File: src/sv/mkrc_pkg.sv
package mkrc_pkg;

    localparam int COLUMN_MAX     = 4;
    localparam int FIELD_WIDTH    = 64;
    localparam int MASK_WIDTH     = 4;
    localparam int COUNT_WIDTH    = 3;
    localparam int CFG_IDX_WIDTH  = 3;
    localparam int CFG_DATA_WIDTH = 64;

    typedef logic signed [1:0] t_order;

    localparam t_order RES_EQ = 2'sb00;
    localparam t_order RES_GT = 2'sb01;
    localparam t_order RES_LT = 2'sb11;

    localparam logic [CFG_IDX_WIDTH-1:0] REG_REF_KEY_A       = 3'd0;
    localparam logic [CFG_IDX_WIDTH-1:0] REG_REF_KEY_B       = 3'd1;
    localparam logic [CFG_IDX_WIDTH-1:0] REG_REF_KEY_C       = 3'd2;
    localparam logic [CFG_IDX_WIDTH-1:0] REG_REF_KEY_D       = 3'd3;
    localparam logic [CFG_IDX_WIDTH-1:0] REG_REF_NULL_MASK   = 3'd4;
    localparam logic [CFG_IDX_WIDTH-1:0] REG_DESCENDING_MASK = 3'd5;
    localparam logic [CFG_IDX_WIDTH-1:0] REG_NULLS_HIGH_MASK = 3'd6;
    localparam logic [CFG_IDX_WIDTH-1:0] REG_KEY_COUNT       = 3'd7;

    localparam logic [COUNT_WIDTH-1:0] KEY_COUNT_RESET = 3'd1;

    typedef struct packed {
        logic [MASK_WIDTH-1:0]  ref_null_mask;
        logic [MASK_WIDTH-1:0]  descending_mask;
        logic [MASK_WIDTH-1:0]  nulls_high_mask;
        logic [COUNT_WIDTH-1:0] key_count;
    } t_cfg;

endpackage

File: src/sv/mkrc_row_if.sv
interface mkrc_row_if;
    logic                                      valid;
    logic                                      ready;
    logic signed [mkrc_pkg::FIELD_WIDTH-1:0]   row_key_a;
    logic signed [mkrc_pkg::FIELD_WIDTH-1:0]   row_key_b;
    logic signed [mkrc_pkg::FIELD_WIDTH-1:0]   row_key_c;
    logic signed [mkrc_pkg::FIELD_WIDTH-1:0]   row_key_d;
    logic        [mkrc_pkg::MASK_WIDTH-1:0]    row_null_mask;
    mkrc_pkg::t_order                          prior_result;

    modport source (
        output valid, row_key_a, row_key_b, row_key_c, row_key_d,
               row_null_mask, prior_result,
        input  ready
    );
    modport sink (
        input  valid, row_key_a, row_key_b, row_key_c, row_key_d,
               row_null_mask, prior_result,
        output ready
    );
endinterface

File: src/sv/mkrc_res_if.sv
interface mkrc_res_if;
    logic             valid;
    logic             ready;
    mkrc_pkg::t_order order_result;

    modport source (
        output valid, order_result,
        input  ready
    );
    modport sink (
        input  valid, order_result,
        output ready
    );
endinterface

File: src/sv/multi_key_row_compare_top.sv
// A row accepted is registered in the input register, then its result in the result
// register, which holds it until taken; an output stall holds a full input register too.
// Throughput: one row per cycle while the output is not stalled, set by one pass
// of the column comparators between the input register and the result register.
// Reset (synchronous, active low) empties both stages and returns all
// configuration registers to their defaults (key_count one, others zero).
module multi_key_row_compare_top #(
    parameter int KEY_COLUMNS = 4,
    parameter int KEY_WIDTH   = 64
) (
    input  logic                                i_clk,
    input  logic                                i_rst_n,
    input  logic                                i_cfg_wr_en,
    input  logic [mkrc_pkg::CFG_IDX_WIDTH-1:0]  i_cfg_index,
    input  logic [mkrc_pkg::CFG_DATA_WIDTH-1:0] i_cfg_data,
    mkrc_row_if.sink                            i_row,
    mkrc_res_if.source                          o_res
);

    localparam logic [mkrc_pkg::COUNT_WIDTH-1:0] COLS = mkrc_pkg::COUNT_WIDTH'(KEY_COLUMNS);

    logic [KEY_WIDTH-1:0]             ref_key [KEY_COLUMNS];
    mkrc_pkg::t_cfg                   cfg;
    logic [mkrc_pkg::FIELD_WIDTH-1:0] row_all [mkrc_pkg::COLUMN_MAX];

    logic                             r_s1_valid;
    logic [KEY_WIDTH-1:0]             r_s1_key [KEY_COLUMNS];
    logic [KEY_COLUMNS-1:0]           r_s1_null;
    mkrc_pkg::t_order                 r_s1_prior;

    logic                             r_out_valid;
    mkrc_pkg::t_order                 r_out_result;

    mkrc_pkg::t_order                 col_result [KEY_COLUMNS];
    logic [mkrc_pkg::COUNT_WIDTH-1:0] used;
    mkrc_pkg::t_order                 n_out_result;
    logic                             advance;

    mkrc_cfg_regs #(
        .KEY_COLUMNS (KEY_COLUMNS),
        .KEY_WIDTH   (KEY_WIDTH)
    ) u_cfg (
        .i_clk       (i_clk),
        .i_rst_n     (i_rst_n),
        .i_cfg_wr_en (i_cfg_wr_en),
        .i_cfg_index (i_cfg_index),
        .i_cfg_data  (i_cfg_data),
        .o_ref_key   (ref_key),
        .o_cfg       (cfg)
    );

    assign row_all[0] = i_row.row_key_a;
    assign row_all[1] = i_row.row_key_b;
    assign row_all[2] = i_row.row_key_c;
    assign row_all[3] = i_row.row_key_d;

    // the output register frees whenever it is empty or being taken
    assign advance     = !r_out_valid || o_res.ready;
    assign i_row.ready = !r_s1_valid || advance;

    always_ff @(posedge i_clk) begin
        if (!i_rst_n) begin
            r_s1_valid  <= 1'b0;
            r_out_valid <= 1'b0;
        end else begin
            if (i_row.ready) begin
                r_s1_valid <= i_row.valid;
            end
            if (advance) begin
                r_out_valid <= r_s1_valid;
            end
        end
    end

    always_ff @(posedge i_clk) begin
        if (i_row.valid && i_row.ready) begin
            for (int k = 0; k < KEY_COLUMNS; k++) begin
                r_s1_key[k] <= row_all[k][KEY_WIDTH-1:0];
            end
            r_s1_null  <= i_row.row_null_mask[KEY_COLUMNS-1:0];
            r_s1_prior <= i_row.prior_result;
        end
        if (advance && r_s1_valid) begin
            r_out_result <= n_out_result;
        end
    end

    for (genvar g = 0; g < KEY_COLUMNS; g++) begin : g_col
        mkrc_column_cmp #(
            .KEY_WIDTH (KEY_WIDTH)
        ) u_col (
            .i_row_key    (r_s1_key[g]),
            .i_ref_key    (ref_key[g]),
            .i_row_null   (r_s1_null[g]),
            .i_ref_null   (cfg.ref_null_mask[g]),
            .i_descending (cfg.descending_mask[g]),
            .i_nulls_high (cfg.nulls_high_mask[g]),
            .o_result     (col_result[g])
        );
    end

    assign used = (cfg.key_count > COLS) ? COLS : cfg.key_count;

    // first non-equal column among those in use decides; a set prior wins
    always_comb begin
        logic done;
        done         = 1'b0;
        n_out_result = mkrc_pkg::RES_EQ;
        for (int k = 0; k < KEY_COLUMNS; k++) begin
            if (!done && (mkrc_pkg::COUNT_WIDTH'(k) < used) &&
                (col_result[k] != mkrc_pkg::RES_EQ)) begin
                n_out_result = col_result[k];
                done         = 1'b1;
            end
        end
        if (r_s1_prior != mkrc_pkg::RES_EQ) begin
            n_out_result = r_s1_prior;
        end
    end

    assign o_res.valid        = r_out_valid;
    assign o_res.order_result = r_out_result;

endmodule

File: src/sv/mkrc_cfg_regs.sv
module mkrc_cfg_regs #(
    parameter int KEY_COLUMNS = 4,
    parameter int KEY_WIDTH   = 64
) (
    input  logic                                i_clk,
    input  logic                                i_rst_n,
    input  logic                                i_cfg_wr_en,
    input  logic [mkrc_pkg::CFG_IDX_WIDTH-1:0]  i_cfg_index,
    input  logic [mkrc_pkg::CFG_DATA_WIDTH-1:0] i_cfg_data,
    output logic [KEY_WIDTH-1:0]                o_ref_key [KEY_COLUMNS],
    output mkrc_pkg::t_cfg                      o_cfg
);

    logic [KEY_WIDTH-1:0] r_ref_key [KEY_COLUMNS];
    mkrc_pkg::t_cfg       r_cfg;

    // key registers beyond KEY_COLUMNS are not stored; writes to them drop
    always_ff @(posedge i_clk) begin
        if (!i_rst_n) begin
            for (int k = 0; k < KEY_COLUMNS; k++) begin
                r_ref_key[k] <= '0;
            end
        end else if (i_cfg_wr_en) begin
            for (int k = 0; k < KEY_COLUMNS; k++) begin
                if (i_cfg_index == mkrc_pkg::CFG_IDX_WIDTH'(k)) begin
                    r_ref_key[k] <= i_cfg_data[KEY_WIDTH-1:0];
                end
            end
        end
    end

    always_ff @(posedge i_clk) begin
        if (!i_rst_n) begin
            r_cfg.ref_null_mask   <= '0;
            r_cfg.descending_mask <= '0;
            r_cfg.nulls_high_mask <= '0;
            r_cfg.key_count       <= mkrc_pkg::KEY_COUNT_RESET;
        end else if (i_cfg_wr_en) begin
            case (i_cfg_index)
                mkrc_pkg::REG_REF_NULL_MASK: begin
                    r_cfg.ref_null_mask <= i_cfg_data[mkrc_pkg::MASK_WIDTH-1:0];
                end
                mkrc_pkg::REG_DESCENDING_MASK: begin
                    r_cfg.descending_mask <= i_cfg_data[mkrc_pkg::MASK_WIDTH-1:0];
                end
                mkrc_pkg::REG_NULLS_HIGH_MASK: begin
                    r_cfg.nulls_high_mask <= i_cfg_data[mkrc_pkg::MASK_WIDTH-1:0];
                end
                mkrc_pkg::REG_KEY_COUNT: begin
                    r_cfg.key_count <= i_cfg_data[mkrc_pkg::COUNT_WIDTH-1:0];
                end
                default: begin
                end
            endcase
        end
    end

    assign o_ref_key = r_ref_key;
    assign o_cfg     = r_cfg;

endmodule

File: src/sv/mkrc_column_cmp.sv
module mkrc_column_cmp #(
    parameter int KEY_WIDTH = 64
) (
    input  logic             [KEY_WIDTH-1:0] i_row_key,
    input  logic             [KEY_WIDTH-1:0] i_ref_key,
    input  logic                             i_row_null,
    input  logic                             i_ref_null,
    input  logic                             i_descending,
    input  logic                             i_nulls_high,
    output mkrc_pkg::t_order                 o_result
);

    logic             lt;
    logic             gt;
    mkrc_pkg::t_order null_rank;
    mkrc_pkg::t_order null_rank_neg;

    assign lt = $signed(i_row_key) < $signed(i_ref_key);
    assign gt = $signed(i_row_key) > $signed(i_ref_key);

    assign null_rank     = i_nulls_high ? mkrc_pkg::RES_GT : mkrc_pkg::RES_LT;
    assign null_rank_neg = i_nulls_high ? mkrc_pkg::RES_LT : mkrc_pkg::RES_GT;

    // null ranks ignore the sort direction
    always_comb begin
        if (i_row_null) begin
            o_result = i_ref_null ? mkrc_pkg::RES_EQ : null_rank;
        end else if (i_ref_null) begin
            o_result = null_rank_neg;
        end else if (lt) begin
            o_result = i_descending ? mkrc_pkg::RES_GT : mkrc_pkg::RES_LT;
        end else if (gt) begin
            o_result = i_descending ? mkrc_pkg::RES_LT : mkrc_pkg::RES_GT;
        end else begin
            o_result = mkrc_pkg::RES_EQ;
        end
    end

endmodule

File: src/flat_wrapper.sv
// flat-port wrapper written by rule: the top's interface ports become plain ports
module multi_key_row_compare_top_flat 
#(
    parameter int KEY_COLUMNS = 4,
    parameter int KEY_WIDTH   = 64
)
  (i_clk, i_rst_n, i_cfg_wr_en, i_cfg_index, i_cfg_data, i_row_valid, i_row_row_key_a, i_row_row_key_b, i_row_row_key_c, i_row_row_key_d, i_row_row_null_mask, i_row_prior_result, i_row_ready, o_res_valid, o_res_order_result, o_res_ready);
  mkrc_row_if i_row_i ();
  mkrc_res_if o_res_i ();
  input  logic i_clk;
  input  logic i_rst_n;
  input  logic i_cfg_wr_en;
  input  logic [mkrc_pkg::CFG_IDX_WIDTH-1:0] i_cfg_index;
  input  logic [mkrc_pkg::CFG_DATA_WIDTH-1:0] i_cfg_data;
  input wire logic [$bits(i_row_i.valid)-1:0] i_row_valid;
  input wire logic [$bits(i_row_i.row_key_a)-1:0] i_row_row_key_a;
  input wire logic [$bits(i_row_i.row_key_b)-1:0] i_row_row_key_b;
  input wire logic [$bits(i_row_i.row_key_c)-1:0] i_row_row_key_c;
  input wire logic [$bits(i_row_i.row_key_d)-1:0] i_row_row_key_d;
  input wire logic [$bits(i_row_i.row_null_mask)-1:0] i_row_row_null_mask;
  input wire logic [$bits(i_row_i.prior_result)-1:0] i_row_prior_result;
  output wire logic [$bits(i_row_i.ready)-1:0] i_row_ready;
  output wire logic [$bits(o_res_i.valid)-1:0] o_res_valid;
  output wire logic [$bits(o_res_i.order_result)-1:0] o_res_order_result;
  input wire logic [$bits(o_res_i.ready)-1:0] o_res_ready;
  assign i_row_i.valid = i_row_valid;
  assign i_row_i.row_key_a = i_row_row_key_a;
  assign i_row_i.row_key_b = i_row_row_key_b;
  assign i_row_i.row_key_c = i_row_row_key_c;
  assign i_row_i.row_key_d = i_row_row_key_d;
  assign i_row_i.row_null_mask = i_row_row_null_mask;
  assign i_row_i.prior_result = i_row_prior_result;
  assign i_row_ready = i_row_i.ready;
  assign o_res_valid = o_res_i.valid;
  assign o_res_order_result = o_res_i.order_result;
  assign o_res_i.ready = o_res_ready;
  multi_key_row_compare_top #(.KEY_COLUMNS(KEY_COLUMNS), .KEY_WIDTH(KEY_WIDTH)) u_core (.i_clk(i_clk), .i_rst_n(i_rst_n), .i_cfg_wr_en(i_cfg_wr_en), .i_cfg_index(i_cfg_index), .i_cfg_data(i_cfg_data), .i_row(i_row_i), .o_res(o_res_i));
endmodule
File: config.mk
export PLATFORM = sky130hd
export DESIGN_NAME = multi_key_row_compare_top_flat
export DESIGN_NICKNAME = d
export VERILOG_FILES = /design/src/sv/mkrc_pkg.sv /design/src/sv/mkrc_row_if.sv /design/src/sv/mkrc_res_if.sv /design/src/sv/multi_key_row_compare_top.sv /design/src/sv/mkrc_cfg_regs.sv /design/src/sv/mkrc_column_cmp.sv /design/src/flat_wrapper.sv
export SDC_FILE = /design/constraint.sdc
export NUM_CORES = 1
export LEC_CHECK = 0
export BUFFER_PORTS_ARGS = -buffer_cell sky130_fd_sc_hd__buf_2
export CAP_MARGIN = 5
export CORE_MARGIN = 3
export CORE_UTILIZATION = 63
export DETAILED_ROUTE_END_ITERATION = 7
export PLACE_DENSITY = 0.86
export SYNTH_ARGS = -nofsm -noshare
export SYNTH_HDL_FRONTEND = slang
export SYNTH_SLANG_ARGS = --single-unit
File: constraint.sdc
create_clock -name i_clk -period 17.04 [get_ports i_clk]
set_clock_uncertainty 0.1 [all_clocks]
set_input_delay 1.704 -clock i_clk [delete_from_list [all_inputs] [get_ports i_clk]]
set_output_delay 1.704 -clock i_clk [all_outputs]
set_load 0.005 [all_outputs]
After elaboration in Yosys (flattened, before gate mapping)
Memories as Yosys holds them, arrays and structs flattened.
Index checks and enable logic that the tools add are counted.
- bits of input ports: 334
- word-level logic and storage cells: 111
- register bits after elaboration: 281
- memory bits (writable): 256
- memories kept: 1
- memory bits (read-only): 0
- bits in latches: 0
- reductions and logical operators: 30
- $lt $le $gt $ge: 13
- divide/modulo/power cells: 0
- bitwise operators: 0
- equality and inequality tests: 7
- multipliers: 0
- add/sub/neg operators: 0
- mux-type cells: 47
- shift-type cells: 0
- memories (memory ; words ; width ; rd ports ; clocked after memory_dff ; wr ports ; RTL line ; source):
    u_core.r_s1_key ; 4 ; 64 ; 4 ; 0 ; 4 ; multi_key_row_compare_top.sv:27 ; logic [KEY_WIDTH-1:0] r_s1_key [KEY_COLUMNS];
- operators with widths (kind ; number):
    > comparator 64 bit ; 4
    less-than comparator 64 bit ; 4
    two-way mux 2 bit ; 41
    AND reduction 2 bit ; 8
    == test 3 bit (second input constant) ; 4
    nonzero test 2 bit ; 5
    logical AND 1 bit ; 9
    == test 3 x 2 -> 1 bit (second input constant) ; 2
    less-than comparator 1 x 3 -> 1 bit (first input constant) ; 2
    less-than comparator 2 x 3 -> 1 bit (first input constant) ; 2
    zero test 1 bit ; 5
    two-way mux 1 bit ; 5
    == test 3 x 1 -> 1 bit (second input constant) ; 1
    > comparator 3 bit (second input constant) ; 1
    zero test 3 bit ; 1
    two-way mux 3 bit ; 1
    logical OR 1 bit ; 2

Logic depth before layout (Yosys ltp)
- word-level depth: 21
- depth in mapped cells: 12

Cells and area by module
Synthesis repeated with hierarchy kept, for this count alone.
- cell total of the unflattened synthesis: 2197
- area total of the unflattened synthesis: 25016.5 µm²
- modules (own cells, without submodules) (module ; seq. area each (µm²) ; times used ; cells each ; area each (µm²)):
    mkrc_cfg_regs ; 5425.2 ; 1 ; 954 ; 10020.9
    multi_key_row_compare_top ; 7967.6 ; 1 ; 291 ; 8154.1
    mkrc_column_cmp ; 0.0 ; 4 ; 238 ; 1710.4

Worst setup path after synthesis
OpenSTA, ideal clock, no wires.
- kind: input -> register
- start: in o_res_ready
- end: mem u_core.r_s1_key[0][0] (enable)
- setup time: 0.655 ns
- slack: 8.480 ns
- required time: 16.285 ns
- data arrival time: 7.804 ns
- stages: 3
- buffers on the path: 0
- path through: nor2b_1 nand2_1 and2_1
- RTL lines (element ; RTL line ; source):
    from (decl) ; flat_wrapper.sv:25 ; input wire logic [$bits(o_res_i.ready)-1:0] o_res_ready;
    to (decl) ; multi_key_row_compare_top.sv:27 ;

==> results.sh <==
export IMPL_coreArea_um2=38920
export IMPL_cts_root_buf="clkbuf_16"
export IMPL_cp_top_family="buffers and inverters"
export IMPL_clock_path_buffers=3
export IMPL_maxSlewViolCount=0
export IMPL_vias_per_cell=5.757
export IMPL_slowest_stage="buf_4"
export IMPL_fillers=2705
export IMPL_avgRoutedWirePerCell_um=19.72
export IMPL_powerDensity_nw_per_um2=97.05
export IMPL_rows=72
export IMPL_netlist_area_um2=25010
export IMPL_async_flop_share=0
export IMPL_crit_path_end_kind="flip-flop"
export IMPL_die_w_um=205.2
export IMPL_synth_flop_cell="dfxtp_1"
export IMPL_period_needed_ps=4369
export IMPL_hold_buffers=0
export IMPL_vias=19210
export IMPL_place_gp_congestion=0.8892
export IMPL_arrival_ps=4470
export IMPL_wl_um=65800
export IMPL_setup_ws_ps=12670
export IMPL_cap_violations=0
export IMPL_hold_viol=0
export IMPL_grt_use_total=0.3099
export IMPL_post_route_util=0.7397
export IMPL_dieArea_um2=42120
export IMPL_worstSetupPathType="in -> reg"
export IMPL_max_freq_mhz=228.9
export IMPL_drive_gt1_frac=0.1574
export IMPL_die_h_um=205.2
export IMPL_postCtsSetupBuffers=0
export IMPL_setup_viol=0
export IMPL_synth_warning_count=0
export IMPL_overflow=0
export IMPL_io_pins=338
export IMPL_ys_ff_latch=537
export IMPL_antenna_found_initial=6
export IMPL_crit_path_frequent_cell="buf_4"
export IMPL_grt_max_degree=186
export IMPL_drt_iter0_drc=1375
export IMPL_grt_setup_unrepaired="false"
export IMPL_tightest_slew_ps=1171
export IMPL_holdWs_ps=365.3
export IMPL_min_period_over_period=0.2564
export IMPL_numCtsBuffers=53
export IMPL_status="finished clean"
export IMPL_synth_cells=2456
export IMPL_clk_pin_slew_ps=60
export IMPL_syn_area_per_cell_um2=10.18
export IMPL_path_cells="buf_2 -> nor2b_1 -> nand2_1 -> and2_4 -> buf_4 -> buf_4"
export IMPL_max_stage_delay_ps=900
export IMPL_ctsHtreeMaxLevel=2
export IMPL_syn_nets=3046
export IMPL_r2r_slack_ps=12920
export IMPL_drtAntennaViolNets=0
export IMPL_seqCellArea_um2=13390
export IMPL_post_place_ws_ps=12110
export IMPL_start_util=0.6425
export IMPL_min_path_type="reg -> reg"
export IMPL_cts_tree="done"
export IMPL_path_buf_inv=3
export IMPL_numPortBuffers=337
export IMPL_peakVddDrop_mv=0.09998
export IMPL_max_slew_margin_rel=0.2191
export IMPL_grt_pass1_wl_um=101500
export IMPL_multi_input_area_um2=10270
export IMPL_area_growth_syn_to_layout_pct=15.13
export IMPL_critPathLaunchType="primary input"
export IMPL_dp_hpwl_um=47740
export IMPL_grt_pass1_vias=19550
export IMPL_crit_required_ps=17140
export IMPL_timing_setup_tns_ps=0
export IMPL_worstSkewPairLatency_ps=590
export IMPL_synth_edf_count=264
export IMPL_drtPass1Iterations=8
export IMPL_ys_seq_area_frac=0.5356
export IMPL_ctsResizeCount=0
export IMPL_cts_sinks=537
export IMPL_nNetsFinal=3364
export IMPL_p_leak_nw=10.80
export IMPL_drc=0
export IMPL_crit_fanout=81
export IMPL_ys_types=61
synthesized netlist by cell type (all sizes together) (15+ instances only):
master | count | area [um2]
nand2 | 580 | 2177
inv | 275 | 1032
dfxtp | 273 | 5465
edfxtp | 264 | 7928
a21boi | 259 | 1944
ha | 256 | 3203
a21oi | 98 | 490.5
clkbuf | 83 | 311.6
nand4 | 58 | 384.1
o21ai | 44 | 224.0
a21o | 36 | 270.3
nor2b | 26 | 162.7
nor2 | 24 | 90.09
nand3 | 22 | 110.1
nor4 | 22 | 143.9
mux2i | 21 | 210.2
nor3 | 15 | 86.34
path summary, 6_finish.rpt:
check                                               start                                       to  depth (start not counted)
setup / recovery                              o_res_ready         u_core.r_s1_key[2][38]$_DFFE_PP_                          6
hold / removal    u_core.u_cfg.o_ref_key[82]$_SDFFE_PN0P_  u_core.u_cfg.o_ref_key[82]$_SDFFE_PN0P_                          2
setup reg to reg         u_core.r_s1_key[2][63]$_DFFE_PP_   u_core.o_res.order_result[1]$_DFFE_PP_                         10
hold reg to reg   u_core.u_cfg.o_ref_key[82]$_SDFFE_PN0P_  u_core.u_cfg.o_ref_key[82]$_SDFFE_PN0P_                          2
logic make-up (layout without fill, tap and decap cells):
logic type	Yosys count	after routing	share of synthesized area
compound gates	500	500	0.1377
buf+inv	363	722	0.05449
flops	537	537	0.5356
simple gates	778	778	0.1353
fa+ha+maj	256	256	0.1281
mux	22	22	0.008857
other cells	0	4	0
metal layers:
metal | GRT usage | share of wire | up-vias
met4 | 0.1611 | 0.054 | 4
li1 | - | - | 9098
met1 | 0.3910 | 0.40 | 9116
met5 | 0 | 0.00036 | -
met2 | 0.5184 | 0.48 | 788
met3 | 0.04809 | 0.071 | 206
worst reg2reg max path, delay by kind of cell, from the launching register on:
kind	cells	cell delay [ps]
compound gates	4	790
flops	1	370
fa+ha+maj	1	400
simple gates	5	2200
power by group:
group / total (mW) / switching (mW) / internal [mW] / leakage (nW)
Clock: 1.12 / 0.484 / 0.632 / 0.798
Combinational: 0.244 / 0.143 / 0.101 / 5.22
Sequential: 1.43 / 0.0235 / 1.41 / 4.79
Total: 2.79 / 0.650 / 2.14 / 10.8
stage by stage:
| step | power [mW] | instances | cell area, um2 |
|---|---|---|---|
| after floorplan | 1.595 | 2456 | 25010 |
| after global placement | 1.682 | 3237 | 27140 |
| after detailed placement | 1.699 | 3237 | 27140 |
| after CTS | 2.802 | 3333 | 28780 |
| after global routing | 2.888 | 3337 | 28790 |
| final | 2.794 | 3337 | 28790 |
registers in the layout (all words and copies together), names as in the netlist:
name and count:
u_core.r_s1_key 256, u_core.u_cfg.o_ref_key 256, u_core.u_cfg.o_cfg 15, u_core.r_s1_null 4
u_core.o_res.order_result 2, u_core.r_s1_prior 2, u_core.o_res.valid 1, u_core.r_s1_valid 1
placed cells by master, fill, tap and decap left out, drive strengths merged, types with 6 or more instances in the layout:
master  count
a221oi      6
nor2b      26
nor4       22
o21ai      44
a21boi    259
nand2     580
nor3       15
edfxtp    264
a21o       36
a31oi       8
mux2i      21
clkinv     10
nor2       24
nand2b      6
dfxtp     273
buf       351
nand3      22
nand4      58
a21oi      98
clkbuf     82
ha        256
inv       277
o21a        7
cell type report:
type / count / area share
sequential: 537 / 0.4652
multi-input combinational: 1556 / 0.3568
timing repair buffer: 351 / 0.06245
clock buffer: 82 / 0.05333
inverter: 275 / 0.03586
tap: 518 / 0.02251
clock inverter: 14 / 0.003477
antenna: 4 / 0.0003477
Power figures use the tool's default switching activity.
